===== config.mk =====
export PLATFORM = sky130hd
export DESIGN_NAME = thick_line_rasterizer
export DESIGN_NICKNAME = d
export VERILOG_FILES = /design/src/rtl/tlr_pkg.sv /design/src/rtl/thick_line_rasterizer.sv /design/src/rtl/tlr_ctrl.sv /design/src/rtl/tlr_datapath.sv
export SDC_FILE = /design/constraint.sdc
export NUM_CORES = 1
export LEC_CHECK = 0
export ABC_AREA = 1
export BUFFER_PORTS_ARGS = -buffer_cell sky130_fd_sc_hd__buf_2
export CORE_UTILIZATION = 65
export CTS_CLUSTER_SIZE = 20
export DETAILED_ROUTE_END_ITERATION = 7
export GPL_TIMING_DRIVEN = 0
export PLACE_DENSITY = 0.84
export SETUP_SLACK_MARGIN = 0.5
export SLEW_MARGIN = 30
export SYNTH_ARGS = -nofsm -noshare
export SYNTH_HDL_FRONTEND = slang
export SYNTH_HIERARCHICAL = 1
export SYNTH_SLANG_ARGS = --single-unit

===== constraint.sdc =====
create_clock -name clk -period 16.4 [get_ports clk]
set_input_delay 3.28 -clock clk [delete_from_list [all_inputs] [get_ports clk]]
set_output_delay 3.28 -clock clk [all_outputs]
set_load 0.03 [all_outputs]

===== src/rtl/tlr_pkg.sv =====
// Shared types and constants of the thick line rasterizer.
// Used by the controller, the datapath and the top level; depends on nothing.
package tlr_pkg;

  localparam int DISPLAY_WIDTH  = 64;
  localparam int DISPLAY_HEIGHT = 128;
  localparam int COORD_W = 8;
  localparam int ERR_W   = 11;
  localparam int THICK_W = 6;
  localparam int PX_W    = 6;
  localparam int PY_W    = 7;
  localparam logic [COORD_W-1:0] X_MAX = COORD_W'(DISPLAY_WIDTH - 1);
  localparam logic [COORD_W-1:0] Y_MAX = COORD_W'(DISPLAY_HEIGHT - 1);

  // Thickness modes.
  localparam logic [1:0] MODE_CENTER = 2'd0;
  localparam logic [1:0] MODE_CW     = 2'd1;
  localparam logic [1:0] MODE_CCW    = 2'd2;

  // Input command codes.
  localparam logic CMD_LOAD = 1'b0;
  localparam logic CMD_NEXT = 1'b1;

  typedef enum logic [1:0] {PH_IDLE, PH_START, PH_RUN, PH_MINOR} tlr_phase_t;

  typedef enum logic [2:0] {ST_WAIT, ST_SETUP, ST_ADJ, ST_NEXT, ST_BEGIN} tlr_state_t;

  typedef struct packed {
    logic load;
    logic setup;
    logic outer_step;
    logic negate;
    logic reinit;
    logic begin_line;
    logic step;
  } tlr_ctl_t;

  typedef struct packed {
    logic thin;
    logic adj_zero;
    logic need_next;
  } tlr_status_t;

endpackage


===== src/rtl/thick_line_rasterizer.sv =====
// Pixel request: result registered, shown in the cycle after the beat; one per cycle
// while out_ready drains it; the next parallel line first needs a shift, then a line start.
// Load: thin lines: line start only; thick: setup, adjust count (<= 62) steps, line start.
// Reset (rst, synchronous, active high) idles the sequencer and engine; mode to center.
// Depends on tlr_pkg, tlr_ctrl and tlr_datapath.
module thick_line_rasterizer import tlr_pkg::*; (
  input  logic               clk,
  input  logic               rst,
  input  logic               cfg_we,
  input  logic [1:0]         cfg_wdata,
  input  logic               in_valid,
  output logic               in_ready,
  input  logic               cmd,
  input  logic [7:0]         x_start,
  input  logic [7:0]         y_start,
  input  logic [7:0]         x_end,
  input  logic [7:0]         y_end,
  input  logic [THICK_W-1:0] thickness,
  output logic               out_valid,
  input  logic               out_ready,
  output logic [PX_W-1:0]    pixel_x,
  output logic [PY_W-1:0]    pixel_y,
  output logic               last_pixel,
  output logic               no_pixel
);

  tlr_ctl_t    ctl;
  tlr_status_t sts;

  // Sequencer.
  tlr_ctrl u_ctrl (
    .clk       (clk),
    .rst       (rst),
    .in_valid  (in_valid),
    .in_ready  (in_ready),
    .cmd       (cmd),
    .out_valid (out_valid),
    .out_ready (out_ready),
    .sts       (sts),
    .ctl       (ctl)
  );

  // Coordinate engine.
  tlr_datapath u_dp (
    .clk        (clk),
    .rst        (rst),
    .ctl        (ctl),
    .sts        (sts),
    .cfg_we     (cfg_we),
    .cfg_wdata  (cfg_wdata),
    .x_start    (x_start),
    .y_start    (y_start),
    .x_end      (x_end),
    .y_end      (y_end),
    .thickness  (thickness),
    .pixel_x    (pixel_x),
    .pixel_y    (pixel_y),
    .last_pixel (last_pixel),
    .no_pixel   (no_pixel)
  );

endmodule


===== src/rtl/tlr_ctrl.sv =====
// Controller of the thick line rasterizer: sequences load, shift and step.
// Depends on tlr_pkg.
module tlr_ctrl import tlr_pkg::*; (
  input  logic        clk,
  input  logic        rst,
  input  logic        in_valid,
  output logic        in_ready,
  input  logic        cmd,
  output logic        out_valid,
  input  logic        out_ready,
  input  tlr_status_t sts,
  output tlr_ctl_t    ctl
);

  tlr_state_t state, state_next;
  logic       accept;

  assign accept = in_valid & in_ready;

  // A beat is taken only between jobs and when the result slot can drain.
  always_comb begin
    in_ready = (state == ST_WAIT) && (!out_valid || out_ready);
  end

  // Next state.
  always_comb begin
    state_next = state;
    unique case (state)
      ST_WAIT: begin
        if (accept && cmd == CMD_LOAD) begin
          state_next = sts.thin ? ST_BEGIN : ST_SETUP;
        end else if (accept && sts.need_next) begin
          state_next = ST_NEXT;
        end
      end
      ST_SETUP: state_next = ST_ADJ;
      ST_ADJ: begin
        if (sts.adj_zero) begin
          state_next = ST_BEGIN;
        end
      end
      ST_NEXT:  state_next = ST_BEGIN;
      ST_BEGIN: state_next = ST_WAIT;
      default:  state_next = ST_WAIT;
    endcase
  end

  // Datapath commands.
  always_comb begin
    ctl = '0;
    unique case (state)
      ST_WAIT: begin
        ctl.load = accept && cmd == CMD_LOAD;
        ctl.step = accept && cmd == CMD_NEXT;
      end
      ST_SETUP: ctl.setup = 1'b1;
      ST_ADJ: begin
        ctl.outer_step = !sts.adj_zero;
        ctl.negate     = 1'b1;
        ctl.reinit     = sts.adj_zero;
      end
      ST_NEXT:  ctl.outer_step = 1'b1;
      ST_BEGIN: ctl.begin_line = 1'b1;
      default:  ctl = '0;
    endcase
  end

  // State and result slot registers.
  always_ff @(posedge clk) begin
    if (rst) begin
      state     <= ST_WAIT;
      out_valid <= 1'b0;
    end else begin
      state <= state_next;
      if (accept && cmd == CMD_NEXT) begin
        out_valid <= 1'b1;
      end else if (out_ready) begin
        out_valid <= 1'b0;
      end
    end
  end

endmodule


===== src/rtl/tlr_datapath.sv =====
// Datapath of the thick line rasterizer: endpoints, outer and inner Bresenham
// state and the result register. Depends on tlr_pkg.
module tlr_datapath import tlr_pkg::*; (
  input  logic                clk,
  input  logic                rst,
  input  tlr_ctl_t            ctl,
  output tlr_status_t         sts,
  input  logic                cfg_we,
  input  logic [1:0]          cfg_wdata,
  input  logic [7:0]          x_start,
  input  logic [7:0]          y_start,
  input  logic [7:0]          x_end,
  input  logic [7:0]          y_end,
  input  logic [THICK_W-1:0]  thickness,
  output logic [PX_W-1:0]     pixel_x,
  output logic [PY_W-1:0]     pixel_y,
  output logic                last_pixel,
  output logic                no_pixel
);

  // Saturating one-pixel move.
  function automatic logic [COORD_W-1:0] sat_move(input logic [COORD_W-1:0] v,
                                                  input logic neg,
                                                  input logic [COORD_W-1:0] vmax);
    logic [COORD_W-1:0] r;
    if (neg) r = (v == '0) ? '0 : v - 1'b1;
    else     r = (v >= vmax) ? vmax : v + 1'b1;
    return r;
  endfunction

  // Starting error 2*dmin - dmaj.
  function automatic logic signed [ERR_W-1:0] err_init(input logic [COORD_W-1:0] dmin,
                                                       input logic [COORD_W-1:0] dmaj);
    return $signed({2'b00, dmin, 1'b0}) - $signed({3'b000, dmaj});
  endfunction

  function automatic logic [COORD_W-1:0] clamp(input logic [7:0] v,
                                               input logic [COORD_W-1:0] vmax);
    return (COORD_W'(v) > vmax) ? vmax : COORD_W'(v);
  endfunction

  logic [1:0]               mode;
  logic [COORD_W-1:0]       ep_sx, ep_sy, ep_ex, ep_ey;
  logic [THICK_W-1:0]       thick;
  logic                     o_neg_x, o_neg_y, o_ymaj;
  logic [COORD_W-1:0]       o_dmaj, o_dmin;
  logic signed [ERR_W-1:0]  o_err;
  logic [THICK_W-1:0]       adj_cnt, lines_left;
  logic                     ov_pend;
  logic [COORD_W-1:0]       pos_x, pos_y, i_dx, i_dy;
  logic                     i_negx, i_negy, i_xmaj, i_ovl;
  logic signed [ERR_W-1:0]  i_err;
  tlr_phase_t               phase;

  // Setup of the outer (perpendicular) walk from the clamped endpoints.
  logic signed [COORD_W:0]  dlx, dly;
  logic [COORD_W-1:0]       ddx, ddy, s_dmaj, s_dmin;
  logic                     swap, s_xmaj, s_neg_x, s_neg_y;
  logic [THICK_W-1:0]       adj_base, adj_inv, s_adj;

  always_comb begin
    dlx  = $signed({1'b0, ep_ex}) - $signed({1'b0, ep_sx});
    dly  = $signed({1'b0, ep_ey}) - $signed({1'b0, ep_sy});
    ddx  = dly[COORD_W] ? COORD_W'(-dly) : COORD_W'(dly);
    ddy  = dlx[COORD_W] ? COORD_W'(-dlx) : COORD_W'(dlx);
    swap = ~(dly[COORD_W] ^ dlx[COORD_W]);
    unique case (mode)
      MODE_CCW: adj_base = thick - 1'b1;
      MODE_CW:  adj_base = '0;
      default:  adj_base = thick >> 1;
    endcase
    adj_inv = thick - 1'b1 - adj_base;
    s_xmaj  = ddx >= ddy;
    if (s_xmaj) begin
      s_adj   = swap ? adj_inv : adj_base;
      s_neg_x = dly[COORD_W] ^ ~swap;
      s_neg_y = dlx[COORD_W] ^ swap;
      s_dmaj  = ddx;
      s_dmin  = ddy;
    end else begin
      s_adj   = swap ? adj_base : adj_inv;
      s_neg_x = dly[COORD_W] ^ swap;
      s_neg_y = dlx[COORD_W] ^ ~swap;
      s_dmaj  = ddy;
      s_dmin  = ddx;
    end
  end

  // One outer step: shift along the major shift axis, and along the other on error.
  logic                     e_pos, sh_x, sh_y;
  logic [COORD_W-1:0]       sx_n, ex_n, sy_n, ey_n;
  logic signed [ERR_W-1:0]  o_err_n;

  always_comb begin
    e_pos   = !o_err[ERR_W-1];
    sh_x    = o_ymaj ? e_pos : 1'b1;
    sh_y    = o_ymaj ? 1'b1 : e_pos;
    sx_n    = sh_x ? sat_move(ep_sx, o_neg_x ^ ctl.negate, X_MAX) : ep_sx;
    ex_n    = sh_x ? sat_move(ep_ex, o_neg_x ^ ctl.negate, X_MAX) : ep_ex;
    sy_n    = sh_y ? sat_move(ep_sy, o_neg_y ^ ctl.negate, Y_MAX) : ep_sy;
    ey_n    = sh_y ? sat_move(ep_ey, o_neg_y ^ ctl.negate, Y_MAX) : ep_ey;
    o_err_n = o_err - (e_pos ? $signed({2'b00, o_dmaj, 1'b0}) : '0)
                    + $signed({2'b00, o_dmin, 1'b0});
  end

  // Start of one inner Bresenham line.
  logic signed [COORD_W:0]  bdx, bdy;
  logic [COORD_W-1:0]       b_dx, b_dy;
  logic                     b_xmaj;

  always_comb begin
    bdx    = $signed({1'b0, ep_ex}) - $signed({1'b0, ep_sx});
    bdy    = $signed({1'b0, ep_ey}) - $signed({1'b0, ep_sy});
    b_dx   = bdx[COORD_W] ? COORD_W'(-bdx) : COORD_W'(bdx);
    b_dy   = bdy[COORD_W] ? COORD_W'(-bdy) : COORD_W'(bdy);
    b_xmaj = b_dx > b_dy;
  end

  // One inner step for a pixel request.
  logic                     run, mnr, e_ge, go_minor, do_min, add_mn, mv_x, mv_y, done;
  logic [COORD_W-1:0]       d_mj, d_mn, nx, ny;
  logic signed [ERR_W-1:0]  i_err_n;
  tlr_phase_t               phase_n;

  always_comb begin
    run      = phase == PH_RUN;
    mnr      = phase == PH_MINOR;
    e_ge     = !i_err[ERR_W-1];
    d_mj     = i_xmaj ? i_dx : i_dy;
    d_mn     = i_xmaj ? i_dy : i_dx;
    go_minor = run & e_ge & i_ovl;
    do_min   = (run & e_ge & ~i_ovl) | mnr;
    add_mn   = (run & ~go_minor) | mnr;
    mv_x     = i_xmaj ? run : do_min;
    mv_y     = i_xmaj ? do_min : run;
    nx       = mv_x ? (i_negx ? pos_x - 1'b1 : pos_x + 1'b1) : pos_x;
    ny       = mv_y ? (i_negy ? pos_y - 1'b1 : pos_y + 1'b1) : pos_y;
    i_err_n  = i_err - (do_min ? $signed({2'b00, d_mj, 1'b0}) : '0)
                     + (add_mn ? $signed({2'b00, d_mn, 1'b0}) : '0);
    done     = (phase != PH_IDLE) && !go_minor &&
               ((i_xmaj ? nx : ny) == (i_xmaj ? ep_ex : ep_ey));
    // A request with no line active leaves the engine idle.
    if (phase == PH_IDLE) phase_n = PH_IDLE;
    else if (go_minor) phase_n = PH_MINOR;
    else if (done && lines_left == '0) phase_n = PH_IDLE;
    else phase_n = PH_RUN;
  end

  always_comb begin
    sts.thin      = thickness <= THICK_W'(1);
    sts.adj_zero  = adj_cnt == '0;
    sts.need_next = done && lines_left != '0;
  end

  // Control registers.
  always_ff @(posedge clk) begin
    if (rst) begin
      mode       <= MODE_CENTER;
      phase      <= PH_IDLE;
      lines_left <= '0;
    end else begin
      if (cfg_we) begin
        mode <= cfg_wdata;
      end
      if (ctl.load) begin
        lines_left <= sts.thin ? '0 : thickness - 1'b1;
      end else if (ctl.step && sts.need_next) begin
        lines_left <= lines_left - 1'b1;
      end
      if (ctl.begin_line) begin
        phase <= PH_START;
      end else if (ctl.step) begin
        phase <= phase_n;
      end
    end
  end

  // Endpoints and outer walk.
  always_ff @(posedge clk) begin
    if (ctl.load) begin
      ep_sx   <= clamp(x_start, X_MAX);
      ep_sy   <= clamp(y_start, Y_MAX);
      ep_ex   <= clamp(x_end, X_MAX);
      ep_ey   <= clamp(y_end, Y_MAX);
      thick   <= thickness;
      ov_pend <= 1'b0;
    end else if (ctl.outer_step) begin
      ep_sx   <= sx_n;
      ep_sy   <= sy_n;
      ep_ex   <= ex_n;
      ep_ey   <= ey_n;
      o_err   <= o_err_n;
      ov_pend <= e_pos;
    end
    if (ctl.outer_step && ctl.negate) begin
      adj_cnt <= adj_cnt - 1'b1;
    end
    if (ctl.setup) begin
      o_neg_x <= s_neg_x;
      o_neg_y <= s_neg_y;
      o_ymaj  <= !s_xmaj;
      o_dmaj  <= s_dmaj;
      o_dmin  <= s_dmin;
      o_err   <= err_init(s_dmin, s_dmaj);
      adj_cnt <= s_adj;
    end
    if (ctl.reinit) begin
      o_err   <= err_init(o_dmin, o_dmaj);
      ov_pend <= 1'b0;
    end
  end

  // Inner line and the result register.
  always_ff @(posedge clk) begin
    if (ctl.begin_line) begin
      pos_x  <= ep_sx;
      pos_y  <= ep_sy;
      i_dx   <= b_dx;
      i_dy   <= b_dy;
      i_negx <= bdx[COORD_W];
      i_negy <= bdy[COORD_W];
      i_xmaj <= b_xmaj;
      i_err  <= b_xmaj ? err_init(b_dy, b_dx) : err_init(b_dx, b_dy);
      i_ovl  <= ov_pend;
    end else if (ctl.step) begin
      pos_x <= nx;
      pos_y <= ny;
      i_err <= i_err_n;
    end
    if (ctl.step) begin
      if (phase == PH_IDLE) begin
        pixel_x    <= '0;
        pixel_y    <= '0;
        last_pixel <= 1'b0;
        no_pixel   <= 1'b1;
      end else begin
        pixel_x    <= nx[PX_W-1:0];
        pixel_y    <= ny[PY_W-1:0];
        last_pixel <= done && lines_left == '0;
        no_pixel   <= 1'b0;
      end
    end
  end

endmodule


==> run_results.csv <==
group,metric,value,unit
logic_synthesis,seq_area_frac_synth,32.2,%
critical_path,r2r_start,"u_dp/ep_ey[0]",
sta,clock_skew,14.4,ps
cells_and_area,drive_gt1_share,10.5,%
detailed_routing,ant_nets,0,
worst_hold_path,hp-start,"u_dp/mode[0]",
detailed_routing,vias,12638,
logic_synthesis,synth.distinct_cells,54,
sta,tns,0,ps
logic_synthesis,syn_inst,1812,
sta,period_share,44.1,%
clock_tree,cts_tree,"yes",
detailed_routing,dr.first_iter.drc_count,1137,
placement,finalWeightedCongestion,0.949,
critical_path,crit_path_max_fanout,4,
outcome,status,"finished, violations left",
clock_tree,htree_levels,4,
sta,rsz0062_at_grt,"false",
sta,setup_viol,0,
cells_and_area,layout_common_cells,"nand2_1 (354), inv_1 (298), nor2_1 (182)",
cells_and_area,area_growth_syn_to_layout,9.42,%
die,ios,63,
clock_tree,cts_resized,0,
outcome,violations,"design-rule violations",
global_routing,antenna_found_initial,0,
detailed_routing,drc,19,
logic_synthesis,ys.flop_type,"edfxtp_1",
sta,finalCriticalPeriod,7230,ps
detailed_routing,detail_route.wl_per_cell,16.1,um
die,die_y,146,um
logic_synthesis,avgSynthCellArea,7.41,um^2
clock_tree,cts.sinks,149,
critical_path,regToRegSetupSlack,9670,ps
placement,io_buffers,62,
clock_tree,clk_pin_slew_worst_paths,70,ps
global_routing,grt.total_usage,33.3,%
detailed_routing,viasPerCell,5.80,
clock_tree,insertion_delay,430,ps
critical_path,cp-end-kind,"primary output",
clock_tree,cts_setup_buffers,0,
global_routing,grt_overflow_total,0,
sta,hold_viol,0,
detailed_routing,firstDrtPassIters,8,
cells_and_area,utilization,72.6,%
critical_path,worstPathArrival,3950,ps
clock_tree,root_buffer,"clkbuf_16",
logic_synthesis,syn-num-nets,1978,
cells_and_area,mostFrequentLayoutCell,"nand2_1",
global_routing,grt_pass1_vias,12018,
worst_hold_path,hold_path_end,"u_dp/mode[0]",
global_routing,grt_max_degree,28,
cells_and_area,nets,2063,
global_routing,grt_pass1_wl,56300,um
logic_synthesis,synth_edf_count,134,
clock_tree,cts_hold_buf,0,
cells_and_area,reg_top3,"u_dp/i_err: 10 flops, u_dp/o_err: 10 flops",
logic_synthesis,yosysWarnings,6,
critical_path,critPathKind,"in2out",
critical_path,cp-start-kind,"input pin",
critical_path,critPathLaunch,"out_ready",
critical_path,r2r_end,"u_dp/o_err[4]",
logic_synthesis,async_flop_share,0,%
die,die_area,21200,um^2
logic_synthesis,synth_area,13400,um^2
detailed_routing,wirelength,35200,um
worst_hold_path,whs_path_depth,2,
sta,tightest_slew,954,ps
critical_path,r2r_cells,33,
worst_hold_path,min_path_type,"reg2reg",
sta,drv_slew,0,
die,num_rows,52,
die,core,20200,um^2
job,maxCapViolations,0,
clock_tree,cts_buffer_depth,2,
clock_tree,numCtsBuffers,17,
critical_path,cp.required,13120,ps
placement,place_hpwl,27400,um
die,die_x,146,um
die,initial_core_util,66.3,%
sta,slew_headroom,36.1,%
cells_and_area,antenna_cells,0,
sta,fmax,138,MHz
logic_synthesis,synth-seq-cells,149,
stage by stage:
| stage | setup slack (ps) | hold WS, ps | std cells | instance area [um^2] |
|---|---|---|---|---|
| after floorplan | 9460 | 409 | 1812 | 13400 |
| after global placement | 8940 | 451 | 2144 | 14100 |
| after detailed placement | 9170 | 437 | 2148 | 14100 |
| after CTS | 9160 | 466 | 2180 | 14700 |
| after global routing | 9120 | 466 | 2180 | 14700 |
| final | 9170 | 466 | 2180 | 14700 |
routing by layer:
| metal | GRT usage [%] | up-vias | routed length [um] |
|---|---|---|---|
| li1 | - | 6118 | - |
| met1 | 41.7 | 5826 | 14200 |
| met2 | 56.4 | 587 | 16900 |
| met3 | 5.24 | 107 | 2830 |
| met4 | 15.8 | 0 | 1210 |
| met5 | 0 | - | 0 |
synth_stat cells, types with 27 or more instances:
master    instances  area (um^2)
nand2_1         355         1330
inv_1           298         1120
nor2_1          182          683
o21ai_0         159          796
edfxtp_1        134         4020
nand3_1         116          581
a21oi_1          93          465
ha_1             93         1160
xor2_1           59          517
nand2_2          30          188
nor3_1           28          140
clkbuf_1         27          101
fa_1             27          541
worst max path at each step:
stage	end	slack, ps	cells past startpoint
6_report	in_ready	9170	6
5_1_grt	in_ready	9120	6
4_1_cts	in_ready	9160	6
3_5_place_dp	in_ready	9170	6
3_3_place_gp	u_dp/ep_sx[0]	8940	11
2_1_floorplan	in_ready	9460	4
final cells by class:
class,instances,area [um^2]
Multi-Input combinational cell,1307,7740
Clock inverter,11,87.6
Inverter,317,1190
Buffer,39,190
Fill cell,1584,5550
Sequential cell,149,4320
Timing Repair Buffer,66,340
Tap cell,270,338
Clock buffer,21,472
critical path, stage by stage:
cell,delay [ps]
buf_2,70
inv_1,30
nand2_1,130
inv_2,90
nor2_8,140
buf_2,210
cells by family (layout without fill, tap and decap cells):
family | Yosys count | in the layout | synth area share, %
adders and majority gates | 120 | 120 | 12.7
AOI/OAI and AO/OA | 325 | 325 | 13.3
DFF | 149 | 149 | 32.2
and+or+nand+nor | 773 | 773 | 25.6
muxes | 4 | 4 | 0.298
buffers and inverters | 356 | 454 | 10.3
xor gates and xnor gates | 85 | 85 | 5.66
Power is left out: the tool's default activity adds up to more than one toggle a clock period on the data nets, which glitch-free logic cannot reach.
